$ cat src/flow_color_wheel_coder_macros.svh
// flow_color_wheel_coder_macros.svh: assertion macros for the color wheel coder
// depends on: a clk and rst signal in the scope that uses them
`ifndef FLOW_COLOR_WHEEL_CODER_MACROS_SVH
`define FLOW_COLOR_WHEEL_CODER_MACROS_SVH

// same-cycle implication, checked outside reset
`define FCWC_ASSERT_NOW(name, ante, cons) \
  name: assert property (@(posedge clk) disable iff (rst) (ante) |-> (cons)) \
    else $error("fcwc assertion failed");

// next-cycle implication, checked outside reset
`define FCWC_ASSERT_NEXT(name, ante, cons) \
  name: assert property (@(posedge clk) disable iff (rst) (ante) |=> (cons)) \
    else $error("fcwc assertion failed");

`endif

$ cat src/fcwc_pkg.sv
// fcwc_pkg.sv: constants, kind codes, wheel and arctangent tables
// depends on: nothing
package fcwc_pkg;

  localparam int WHEEL_ENTRIES = 55;
  localparam int CORDIC_STEPS  = 28;

  localparam logic [1:0] KIND_MEASURE  = 2'd0;
  localparam logic [1:0] KIND_SPATIAL  = 2'd1;
  localparam logic [1:0] KIND_TEMPORAL = 2'd2;
  localparam logic [1:0] KIND_CLEAR    = 2'd3;

  localparam logic MODE_SQRT = 1'b0;
  localparam logic MODE_DIV  = 1'b1;

  // arctangent of 2^-i in units of 1/2^32 turn
  function automatic logic [31:0] atan_turns(input logic [4:0] idx);
    logic [31:0] r;
    unique case (idx)
      5'd0:  r = 32'd536870912;
      5'd1:  r = 32'd316933406;
      5'd2:  r = 32'd167458907;
      5'd3:  r = 32'd85004756;
      5'd4:  r = 32'd42667331;
      5'd5:  r = 32'd21354465;
      5'd6:  r = 32'd10679838;
      5'd7:  r = 32'd5340245;
      5'd8:  r = 32'd2670163;
      5'd9:  r = 32'd1335087;
      5'd10: r = 32'd667544;
      5'd11: r = 32'd333772;
      5'd12: r = 32'd166886;
      5'd13: r = 32'd83443;
      5'd14: r = 32'd41722;
      5'd15: r = 32'd20861;
      5'd16: r = 32'd10430;
      5'd17: r = 32'd5215;
      5'd18: r = 32'd2608;
      5'd19: r = 32'd1304;
      5'd20: r = 32'd652;
      5'd21: r = 32'd326;
      5'd22: r = 32'd163;
      5'd23: r = 32'd81;
      5'd24: r = 32'd41;
      5'd25: r = 32'd20;
      5'd26: r = 32'd10;
      5'd27: r = 32'd5;
      default: r = 32'd0;
    endcase
    return r;
  endfunction

  // wheel entry packed as {blue, green, red}
  function automatic logic [23:0] wheel_bgr(input logic [5:0] idx);
    logic [23:0] r;
    unique case (idx)
      6'd0:  r = {8'd0, 8'd0, 8'd255};
      6'd1:  r = {8'd0, 8'd17, 8'd255};
      6'd2:  r = {8'd0, 8'd34, 8'd255};
      6'd3:  r = {8'd0, 8'd51, 8'd255};
      6'd4:  r = {8'd0, 8'd68, 8'd255};
      6'd5:  r = {8'd0, 8'd85, 8'd255};
      6'd6:  r = {8'd0, 8'd102, 8'd255};
      6'd7:  r = {8'd0, 8'd119, 8'd255};
      6'd8:  r = {8'd0, 8'd136, 8'd255};
      6'd9:  r = {8'd0, 8'd153, 8'd255};
      6'd10: r = {8'd0, 8'd170, 8'd255};
      6'd11: r = {8'd0, 8'd187, 8'd255};
      6'd12: r = {8'd0, 8'd204, 8'd255};
      6'd13: r = {8'd0, 8'd221, 8'd255};
      6'd14: r = {8'd0, 8'd238, 8'd255};
      6'd15: r = {8'd0, 8'd255, 8'd255};
      6'd16: r = {8'd0, 8'd255, 8'd213};
      6'd17: r = {8'd0, 8'd255, 8'd170};
      6'd18: r = {8'd0, 8'd255, 8'd128};
      6'd19: r = {8'd0, 8'd255, 8'd85};
      6'd20: r = {8'd0, 8'd255, 8'd43};
      6'd21: r = {8'd0, 8'd255, 8'd0};
      6'd22: r = {8'd63, 8'd255, 8'd0};
      6'd23: r = {8'd127, 8'd255, 8'd0};
      6'd24: r = {8'd191, 8'd255, 8'd0};
      6'd25: r = {8'd255, 8'd255, 8'd0};
      6'd26: r = {8'd255, 8'd232, 8'd0};
      6'd27: r = {8'd255, 8'd209, 8'd0};
      6'd28: r = {8'd255, 8'd186, 8'd0};
      6'd29: r = {8'd255, 8'd163, 8'd0};
      6'd30: r = {8'd255, 8'd140, 8'd0};
      6'd31: r = {8'd255, 8'd116, 8'd0};
      6'd32: r = {8'd255, 8'd93, 8'd0};
      6'd33: r = {8'd255, 8'd70, 8'd0};
      6'd34: r = {8'd255, 8'd47, 8'd0};
      6'd35: r = {8'd255, 8'd24, 8'd0};
      6'd36: r = {8'd255, 8'd0, 8'd0};
      6'd37: r = {8'd255, 8'd0, 8'd19};
      6'd38: r = {8'd255, 8'd0, 8'd39};
      6'd39: r = {8'd255, 8'd0, 8'd58};
      6'd40: r = {8'd255, 8'd0, 8'd78};
      6'd41: r = {8'd255, 8'd0, 8'd98};
      6'd42: r = {8'd255, 8'd0, 8'd117};
      6'd43: r = {8'd255, 8'd0, 8'd137};
      6'd44: r = {8'd255, 8'd0, 8'd156};
      6'd45: r = {8'd255, 8'd0, 8'd176};
      6'd46: r = {8'd255, 8'd0, 8'd196};
      6'd47: r = {8'd255, 8'd0, 8'd215};
      6'd48: r = {8'd255, 8'd0, 8'd235};
      6'd49: r = {8'd255, 8'd0, 8'd255};
      6'd50: r = {8'd213, 8'd0, 8'd255};
      6'd51: r = {8'd170, 8'd0, 8'd255};
      6'd52: r = {8'd128, 8'd0, 8'd255};
      6'd53: r = {8'd85, 8'd0, 8'd255};
      6'd54: r = {8'd43, 8'd0, 8'd255};
      default: r = 24'd0;
    endcase
    return r;
  endfunction

endpackage

$ cat src/fcwc_sqdiv.sv
// fcwc_sqdiv.sv: shared compare/subtract unit for square root and division
// depends on: fcwc_pkg (mode codes)
module fcwc_sqdiv (
  input  logic        clk,
  input  logic        rst,
  input  logic        start,
  input  logic        mode,
  input  logic [63:0] operand,
  input  logic [15:0] divisor,
  output logic        busy,
  output logic [31:0] result,
  output logic        rem_nz
);

  logic [5:0]  count;
  logic        mode_r;
  logic [63:0] shreg;
  logic [33:0] rem;
  logic [15:0] div_r;
  logic [34:0] rem_sh;
  logic [34:0] trial;
  logic [34:0] diff;
  logic        ge;

  assign busy = (count != 6'd0);

  // sqrt takes two radicand bits per step, division one dividend bit
  always_comb begin
    if (mode_r == fcwc_pkg::MODE_SQRT) begin
      rem_sh = {rem[32:0], shreg[63:62]};
      trial  = {1'b0, result, 2'b01};
    end else begin
      rem_sh = {rem, shreg[63]};
      trial  = {19'd0, div_r};
    end
    ge   = (rem_sh >= trial);
    diff = rem_sh - trial;
  end

  always_ff @(posedge clk) begin
    if (rst) begin
      count <= '0;
    end else if (start) begin
      count  <= 6'd32;
      mode_r <= mode;
      shreg  <= operand;
      div_r  <= divisor;
      rem    <= '0;
      result <= '0;
    end else if (busy) begin
      count  <= count - 6'd1;
      rem    <= ge ? diff[33:0] : rem_sh[33:0];
      result <= {result[30:0], ge};
      shreg  <= (mode_r == fcwc_pkg::MODE_SQRT) ? (shreg << 2) : (shreg << 1);
    end
  end

  assign rem_nz = (rem != 34'd0);

endmodule

$ cat config.mk
export PLATFORM = sky130hd
export DESIGN_NAME = fcwc_sqdiv
export DESIGN_NICKNAME = d
export VERILOG_FILES = /design/src/flow_color_wheel_coder_macros.svh /design/src/fcwc_pkg.sv /design/src/fcwc_sqdiv.sv
export SDC_FILE = /design/constraint.sdc
export NUM_CORES = 1
export LEC_CHECK = 0
export BUFFER_PORTS_ARGS = -buffer_cell sky130_fd_sc_hd__buf_2
export CORE_ASPECT_RATIO = 0.5
export CORE_MARGIN = 2
export CORE_UTILIZATION = 54
export DETAILED_ROUTE_END_ITERATION = 8
export PLACE_DENSITY = 0.88
export SLEW_MARGIN = 10
export SYNTH_ARGS = -nofsm -noshare
export SYNTH_HDL_FRONTEND = slang
export SYNTH_SLANG_ARGS = --single-unit
$ cat constraint.sdc
create_clock -name clk -period 9 [get_ports clk]
set_clock_uncertainty 0.1 [all_clocks]
set_input_delay 1.8 -clock clk [delete_from_list [all_inputs] [get_ports clk]]
set_output_delay 1.8 -clock clk [all_outputs]
set_load 0.02 [all_outputs]
Yosys cells after proc, flatten, opt, wreduce, memory -nomap -nowiden
Index checks and enable logic that the tools add are counted.
- mux-type cells: 10
- shift-type cells: 0
- equal/unequal tests: 0
- order comparisons: 1
- $mul: 0
- bitwise operators: 1
- reduce and logical (&&, ||, !) cells: 6
- divide/modulo/power cells: 0
- add/subtract/negate cells: 2
- operators by type and width (kind ; count):
    $mux W64 ; 3
    $mux W34 ; 3
    $ge A35 B34 Y1 ; 1
    $mux W35 ; 1
    $reduce_bool A34 Y1 ; 1
    $sub A34 B34 Y34 ; 1
    $mux W32 ; 1
    $mux W6 ; 2
    $reduce_bool A6 Y1 ; 1
    $sub A6 B1 Y6 const B ; 1
    $reduce_and A2 Y1 ; 2
    $reduce_bool A2 Y1 ; 1
    $reduce_or A2 Y1 ; 1
    $not A1 Y1 ; 1
- flip-flop bits (word level): 153
- word-level logic and storage cells: 27
- output and inout port bits: 34
- bits of input ports: 84
- ROM bits: 0
- latch bits: 0
- RAM bits: 0
- memories kept: 0

Depth between registers and ports, before layout
Gate-level depths: netlist (run 1).
- word-level depth: 4
- depth in mapped cells: 17
- depth with buffers taken out: 11

Least setup slack after synthesis (run 1)
No wires, ideal clock.
- path kind: in2reg
- from: input port start
- to: register rem[0], enable pin
- cell stages on the path: 4
- slack: 0.464 ns
- data required time: 8.279 ns
- library setup time: 0.621 ns
- path buffers: 2
- arrival: 7.815 ns
- cells stage by stage: clkbuf_1 clkbuf_1 nor2_1 nor2_1
- cells in the longest elaborated chain, start to end: 2
- RTL lines (what ; line ; RTL):
    start: declaration ; fcwc_sqdiv.sv:6 ; input logic start,
    $reduce_bool A2 Y1 (no line) ; n/a ;
    $reduce_and A2 Y1 (no line) ; n/a ;
    end signal: assignment ; fcwc_sqdiv.sv:52 ; rem <= ge ? diff[33:0] : rem_sh[33:0];
    end: declaration ; fcwc_sqdiv.sv:18 ; logic [33:0] rem;
Every way passes these cells.
A chain may end at the register's enable or synchronous reset.

Worst setup path after layout (run 1)
- from: register mode_r
- to: register rem[31], data pin
- cells in the longest elaborated chain, start to end: 4
- elaborated cells between the ends (all ways): 6
- those cells by class: add/sub: 1; order compare: 1; mux: 4
- RTL lines (what ; line ; RTL):
    start: declaration ; fcwc_sqdiv.sv:16 ; logic mode_r;
    start signal: assignment ; fcwc_sqdiv.sv:45 ; mode_r <= mode;
    $mux W35 or $mux W34 (tied branches) ; fcwc_sqdiv.sv:29 ; if (mode_r == fcwc_pkg::MODE_SQRT) begin
    $sub A34 B34 Y34 or $ge A35 B34 Y1 (tied branches) ; fcwc_sqdiv.sv:37, fcwc_sqdiv.sv:36 ;
    $mux W34 * ; fcwc_sqdiv.sv:52 ;
    $mux W34 * ; fcwc_sqdiv.sv:50 ; end else if (busy) begin
Mark *: on every way between the ends. The rest lies on a longest branch, timed or not. The select of a mux whose other input is x is not followed.

==> reports/results.tsv, run 1 <==
metric	value	unit
ys_types	74	
core	17400	sq um
finalSetupViolCount	0	
hp-class	flop to flop	
grt_usage	24.9	%
p_per_area	367	nW/um^2
synth-edff-count	147	
yosys_warnings	0	
worstPathArrival	5.73	ns
cp-startpoint	mode_r$_DFFE_PP_	
drtPass1Iterations	5	
pwr-share-clk	18.0	%
r2r-start	mode_r$_DFFE_PP_	
synth_top_family_by_area	compound AO/OA/AOI/OAI gates	
cts-buffers-inserted	17	
gp_congestion	0.974	
crit_path_top_delay_cell	edfxtp_1	
tritoncts	done	
clock_sinks	153	
synth_top_area_cell	edfxtp_1	
synth_top_area_share	45.7	%
cell_internal_pwr	0.00227	W
path_cells	buf_4 -> mux2_2 -> ha_1 -> nand3_1 -> o21ba_2 -> o21ai_1 -> a21boi_4 -> a21o_4 -> a31oi_4 -> nand2_2 -> a41o_1	
synthAdderAreaFrac	4.74	%
synth_mux_area_share	11.9	%
port_buffers	117	
grt_max_degree	108	
synth_nets	1040	
final-max-slew-violation-count	0	
required	9.09	ns
synth-simple-area-share	15.2	%
sw_frac_of_total	43.4	%
drc	0	
syn_inst	920	
slowest_delay	1.12	ns
grt_first_pass_wirelength	38300	microns
fin_tns_setup	0	ns
ioPinCount	118	
routedWlPerCell	18.9	microns
worst_pin_slew	1.29	ns
initial_utilization	55.4	%
vias	7762	
synthTopCellsByArea	edfxtp_1 46%, mux2i_1 8.0%, ha_1 4.5%	
cts_resized	0	
p_leak	4.33	nW
grt_pass1_vias	7549	
die_w	193	microns
status	finished clean	
hpwl	16200	microns
power_frac_seq	30.7	%
path_clk_slew	0.07	ns
die_area	19100	sq um
ir_worst_vdd	172	uV
max_cap_viol_count	0	
worst-r2r-cell-count	11	
root_buffer	clkbuf_16	
cp-end-kind	flop	
viasPerCell	6.18	
clockBufferDepth	2	
diodes	0	
r2r_end	rem[31]$_SDFFCE_PP0P_	
worstSkewPairLatency	0.43	ns
hold_viol	0	
syn_area_per_cell	10.5	sq um
postRouteAntennaNets	0	
rows	34	
start_kind	flop	
placed_cell_area	10300	sq um
ff2ff_setup_slack	3.36	ns
area_growth	13.0	%
fill_cells	1354	
period_share	62.7	%
cts_setup_buffers	0	
hold_path_end	count[1]$_SDFFE_PP0P_	
synth_compound_area_share	15.7	%
min_path_cells	2	
crit_fanout	55	
synthFlopType	edfxtp_1	
async_reset_ff_share	0	%
fin_area	10900	sq um
layout-drive-gt1-share	20.9	%
cp.buffers_inverters	1	
synth_seq_cells	153	
hold_start	count[1]$_SDFFE_PP0P_	
path_delay_family	compound AO/OA/AOI/OAI gates	
drt-total-wl	23800	microns
switchingPower	0.00174	W
drtIter0Drc	693	
synthXorXnorAreaFrac	2.54	%
antenna_found_initial	0	
criticalPathCategory	flop to flop	
ys_seq_area_share	46.9	%
nNetsFinal	1128	
rsz0062_at_grt	no	
overflow	0	
postCtsHoldBufs	0	
synth_area	9670	sq um
slew_headroom	14.2	%
fmax	177	MHz
p_comb_share	51.2	%
period_needed	5.64	ns
chipHeight	98.6	microns
path_depth	11	
cts_htree_levels	4	
cells in the mapped netlist, drive strengths merged, types with 2 or more instances:
cell type and number:
o22ai 6, xor2 11, and3 10, a21oi 50, ha 35, or3 4, nor3 19, o21bai 2
a211o 6, o31ai 5, nand2 100, edfxtp 147, o21a 3, a2111oi 2, nand2b 24, and2 11
a41o 2, a21boi 6, o211ai 3, a31oi 8, a21o 13, mux2i 77, inv 8, nor2 34
or2 2, xnor2 17, a211oi 9, o2111a 2, nand4 8, o21ai 105, and4 2, nand3 29
buf 20, o21ba 2, mux2 34, dfxtp 6, clkbuf 34, o41ai 3, nor2b 36, nor4 9
layout by cell type, fill, tap and decap left out, types with 7 or more instances in the layout:
cell and count:
edfxtp_1 147, buf_2 116, nand2_1 99, o21ai_0 85, mux2i_1 77, a21oi_1 48
nor2b_1 36, ha_1 35, mux2_2 34, nor2_1 33, nand3_1 29, nand2b_1 24
o21ai_1 19, nor3_1 18, xnor2_1 17, clkbuf_16 17, a21o_1 12, and2_1 11
xor2_1 11, and3_1 10, nor4_1 9, inv_1 8, nand4_1 8, a31oi_1 7
buf_4 7
power by group through the flow:
stage	Clock [W]	Combinational, W	Sequential (W)
final	0.000723	0.00205	0.00123
after global routing	0.000758	0.00223	0.00126
after CTS	0.000728	0.00201	0.00123
after detailed placement	0	0.00198	0.00124
after global placement	0	0.00193	0.00123
after floorplan	0	0.00155	0.00124
layer usage:
layer,global-route usage (%),wire [microns],vias to the layer above
li1,-,-,3625
met1,34.0,10400,3715
met2,39.1,11000,361
met5,0,0,-
met3,5.37,1710,61
met4,10.2,640,0
flip-flops by register name (all words and copies together) (netlist names):
name    count
rem        34
count       6
div_r      16
shreg      64
mode_r      1
result     32
worst max-delay path by stage:
| stage | end | slack (ns) |
|---|---|---|
| 6_report | rem[31]$_SDFFCE_PP0P_ | 3.36 |
| 5_1_grt | rem[31]$_SDFFCE_PP0P_ | 3.17 |
| 2_1_floorplan | rem[0]$_SDFFCE_PP0P_ | 0.46 |
| 3_5_place_dp | rem[31]$_SDFFCE_PP0P_ | 3.50 |
| 4_1_cts | rem[31]$_SDFFCE_PP0P_ | 3.48 |
| 3_3_place_gp | rem[31]$_SDFFCE_PP0P_ | 3.61 |
logic make-up after synthesis:
family | Yosys count
AO/OA/AOI/OAI | 236
buffers and inverters | 62
XOR/XNOR | 28
multiplexers | 111
AND/OR/NAND/NOR | 294
adder cells (fa/ha/maj) | 36
flip-flops | 153
per-stage QoR:
step / hold slack, ns / setup WS [ns] / util [%] / power, W / instances
after floorplan: 0.387 / 0.464 / - / 0.00280 / 920
after global placement: 0.406 / 3.61 / 59.3 / 0.00316 / 1223
after detailed placement: 0.417 / 3.50 / 59.3 / 0.00322 / 1223
after CTS: 0.426 / 3.48 / 62.6 / 0.00397 / 1255
after global routing: 0.465 / 3.17 / 62.6 / 0.00425 / 1255
final: 0.423 / 3.36 / 62.6 / 0.00401 / 1255
cell type report:
class | count | area, sq um | area share, %
sequential | 153 | 4530 | 41.5
inverter | 8 | 30.0 | 0.275
clock inverter | 14 | 150 | 1.37
timing repair buffer | 123 | 633 | 5.80
multi-input combinational | 705 | 4850 | 44.4
clock buffer | 18 | 429 | 3.93
tap | 234 | 293 | 2.68
worst register-to-register path: stages (launching register included):
cell and delay (ns):
edfxtp_1 1.12, buf_4 0.74, mux2_2 0.50, ha_1 0.37
nand3_1 0.15, o21ba_2 0.19, o21ai_1 0.37, a21boi_4 0.14
a21o_4 0.26, a31oi_4 0.72, nand2_2 0.43, a41o_1 0.33
Power figures use the tool's default switching activity.
==> inputs of run 2 (changes only) <==
clock period = 4.8 ns   (was 9 ns; I/O delays follow)
==> run 2 against run 1 <==
Register-to-register slack worse by 3.0 ns. Largest cell class unchanged. Count of clock-buffer cells in the layout down 1. Clock power rose by 89%. Final area up 0.56%. Die area stayed put.
==> reports/results.tsv, run 2 (same netlist as run 1, synthesis figures left out) <==
metric	value	unit	change
status	finished clean		unchanged
slowest_delay	0.54	ns	was 1.12 ns
final_common_cell	edfxtp_1		unchanged
layout-drive-gt1-share	21.3	%	was 20.9%
clock_sinks	153		unchanged
p_leak	4.37	nW	was 4.33 nW
rows	34		unchanged
fmax	227	MHz	was 177 MHz
top_register	shreg		unchanged
cp-endpoint	rem[22]$_SDFFCE_PP0P_		was rem[31]$_SDFFCE_PP0P_
path_cells	buf_12 -> mux2_2 -> ha_1 -> nand3_1 -> o21ba_2 -> o21ai_1 -> a21boi_4 -> a21o_4 -> a31o_1 -> o21ai_2 -> o22ai_1		was buf_4 -> mux2_2 -> ha_1 -> nand3_1 -> o21ba_2 -> o21ai_1 -> a21boi_4 -> a21o_4 -> a31oi_4 -> nand2_2 -> a41o_1
largest_register_ffs	64		unchanged
postRouteAntennaNets	0		unchanged
ioPinCount	118		unchanged
area_growth	13.6	%	was 13.0%
start_kind	flop		unchanged
hp-class	flop to flop		unchanged
die_area	19100	sq um	unchanged
fin_tns_setup	0	ns	unchanged
fin_area	11000	sq um	was 10900 sq um
drtPass1Iterations	7		was 5
cts_resized	0		unchanged
max_cap_viol_count	0		unchanged
grt_usage	25.4	%	was 24.9%
grt_first_pass_wirelength	38800	microns	was 38300 microns
drc	0		unchanged
overflow	0		unchanged
path_depth	11		unchanged
period_needed	4.41	ns	was 5.64 ns
cts_htree_levels	4		unchanged
gp_congestion	0.930		was 0.974
clockBufferDepth	2		unchanged
crit_fanout	92		was 55
worst_pin_slew	1.05	ns	was 1.29 ns
cp.buffers_inverters	1		unchanged
drt-total-wl	24200	microns	was 23800 microns
reg.largest.list	shreg x64, rem x34, result x32		unchanged
fin_cells	1259		was 1255
r2r_end	rem[22]$_SDFFCE_PP0P_		was rem[31]$_SDFFCE_PP0P_
drtIter0Drc	815		was 693
die_w	193	microns	unchanged
p_per_area	689	nW/um^2	was 367 nW/um^2
grt_max_degree	135		was 108
placed_cell_area	10400	sq um	was 10300 sq um
crit_path_top_delay_cell	o21ai_2		was edfxtp_1
hold_viol	0		unchanged
nNetsFinal	1132		was 1128
slew_headroom	30.3	%	was 14.2%
port_buffers	117		unchanged
tritoncts	done		unchanged
routedWlPerCell	19.2	microns	was 18.9 microns
fill_cells	1371		was 1354
finalSetupViolCount	0		unchanged
min_path_cells	2		unchanged
core	17400	sq um	unchanged
cp-end-kind	flop		unchanged
diodes	0		unchanged
hpwl	16600	microns	was 16200 microns
rsz0062_at_grt	no		unchanged
mostFrequentLayoutCells	147 x edfxtp_1, 116 x buf_2, 99 x nand2_1, 85 x o21ai_0, 77 x mux2i_1		unchanged
worst-r2r-cell-count	11		unchanged
required	4.86	ns	was 9.09 ns
antenna_found_initial	0		unchanged
initial_utilization	55.4	%	unchanged
place_inst	1227		was 1223
r2r-start	mode_r$_DFFE_PP_		unchanged
worstSkewPairLatency	0.44	ns	was 0.43 ns
final-max-slew-violation-count	0		unchanged
multiInputGateArea	4850	sq um	unchanged
postCtsHoldBufs	0		unchanged
vias	7768		was 7762
ff2ff_setup_slack	0.39	ns	was 3.36 ns
chipHeight	98.6	microns	unchanged
cts_setup_buffers	0		unchanged
root_buffer	clkbuf_16		unchanged
ir_worst_vdd	285	uV	was 172 uV
finish.utilization	63.0	%	was 62.6%
viasPerCell	6.17		was 6.18
path_delay_family	compound AO/OA/AOI/OAI gates		unchanged
period_share	91.9	%	was 62.7%
path_clk_slew	0.07	ns	about the same
regArea	4530	sq um	unchanged
cp-startpoint	mode_r$_DFFE_PP_		unchanged
grt_pass1_vias	7694		was 7549
cts-buffers-inserted	17		unchanged
criticalPathCategory	flop to flop		unchanged
worstPathArrival	4.47	ns	was 5.73 ns
run 2: changes by cell type in the layout (fill, tap and decap cells not counted):
cell	delta
clkinvlp_4	-2
bufinv_16	-1
inv_8	-2
clkbuf_1	-1
buf_4	+3
buf_12	+1
inv_6	+1
clkinv_8	+5
run 2: power breakdown:
group          switching (W)  leakage [nW]  internal [W]  total, W
combinational        0.00238          2.58       0.00152   0.00390
sequential          0.000287          1.49       0.00202   0.00231
clock               0.000663         0.293      0.000702   0.00137
run 2: cell type report:
type / count / share of cell area, %
clock buffers: 17 / 3.87
clock inverters: 15 / 1.57
inverters: 8 / 0.273
multi-input cells: 705 / 44.2
flip-flops and latches: 153 / 41.3
well taps: 234 / 2.67
repair buffers: 127 / 6.15
run 2: routing by layer:
metal  vias to the layer above  track usage (%)  routed length [microns]
met5                         -                0                        0
met1                      3675             33.6                    10100
met3                        65             5.41                     2010
li1                       3637                -                        -
met4                         0             10.8                      682
met2                       391             41.2                    11300
run 2: how the worst min path moves through the flow:
stage / slack [ns] / start / end
3_3_place_gp: 0.40 / count[1]$_SDFFE_PP0P_ / count[1]$_SDFFE_PP0P_
4_1_cts: 0.43 / count[1]$_SDFFE_PP0P_ / count[1]$_SDFFE_PP0P_
6_report: 0.42 / count[1]$_SDFFE_PP0P_ / count[1]$_SDFFE_PP0P_
5_1_grt: 0.48 / count[1]$_SDFFE_PP0P_ / count[1]$_SDFFE_PP0P_
2_1_floorplan: 0.39 / count[1]$_SDFFE_PP0P_ / count[1]$_SDFFE_PP0P_
3_5_place_dp: 0.41 / count[1]$_SDFFE_PP0P_ / count[1]$_SDFFE_PP0P_
run 2: metrics by stage:
stage,hold slack (ns),total power [W],setup slack [ns]
2_1_floorplan,0.387,0.00521,0.726
3_3_place_gp,0.404,0.00594,0.715
3_5_place_dp,0.414,0.00608,0.562
4_1_cts,0.425,0.00749,0.522
5_1_grt,0.476,0.00802,0.266
6_report,0.419,0.00757,0.389
run 2: worst register-to-register path: cells and delay by family, from the launching register on:
kind | cells | cell delay (ns)
multiplexers | 1 | 0.51
flip-flops | 1 | 0.40
buffers and inverters | 1 | 0.40
AO/OA/AOI/OAI | 7 | 2.19
AND/OR/NAND/NOR | 1 | 0.17
adder cells (fa/ha/maj) | 1 | 0.39
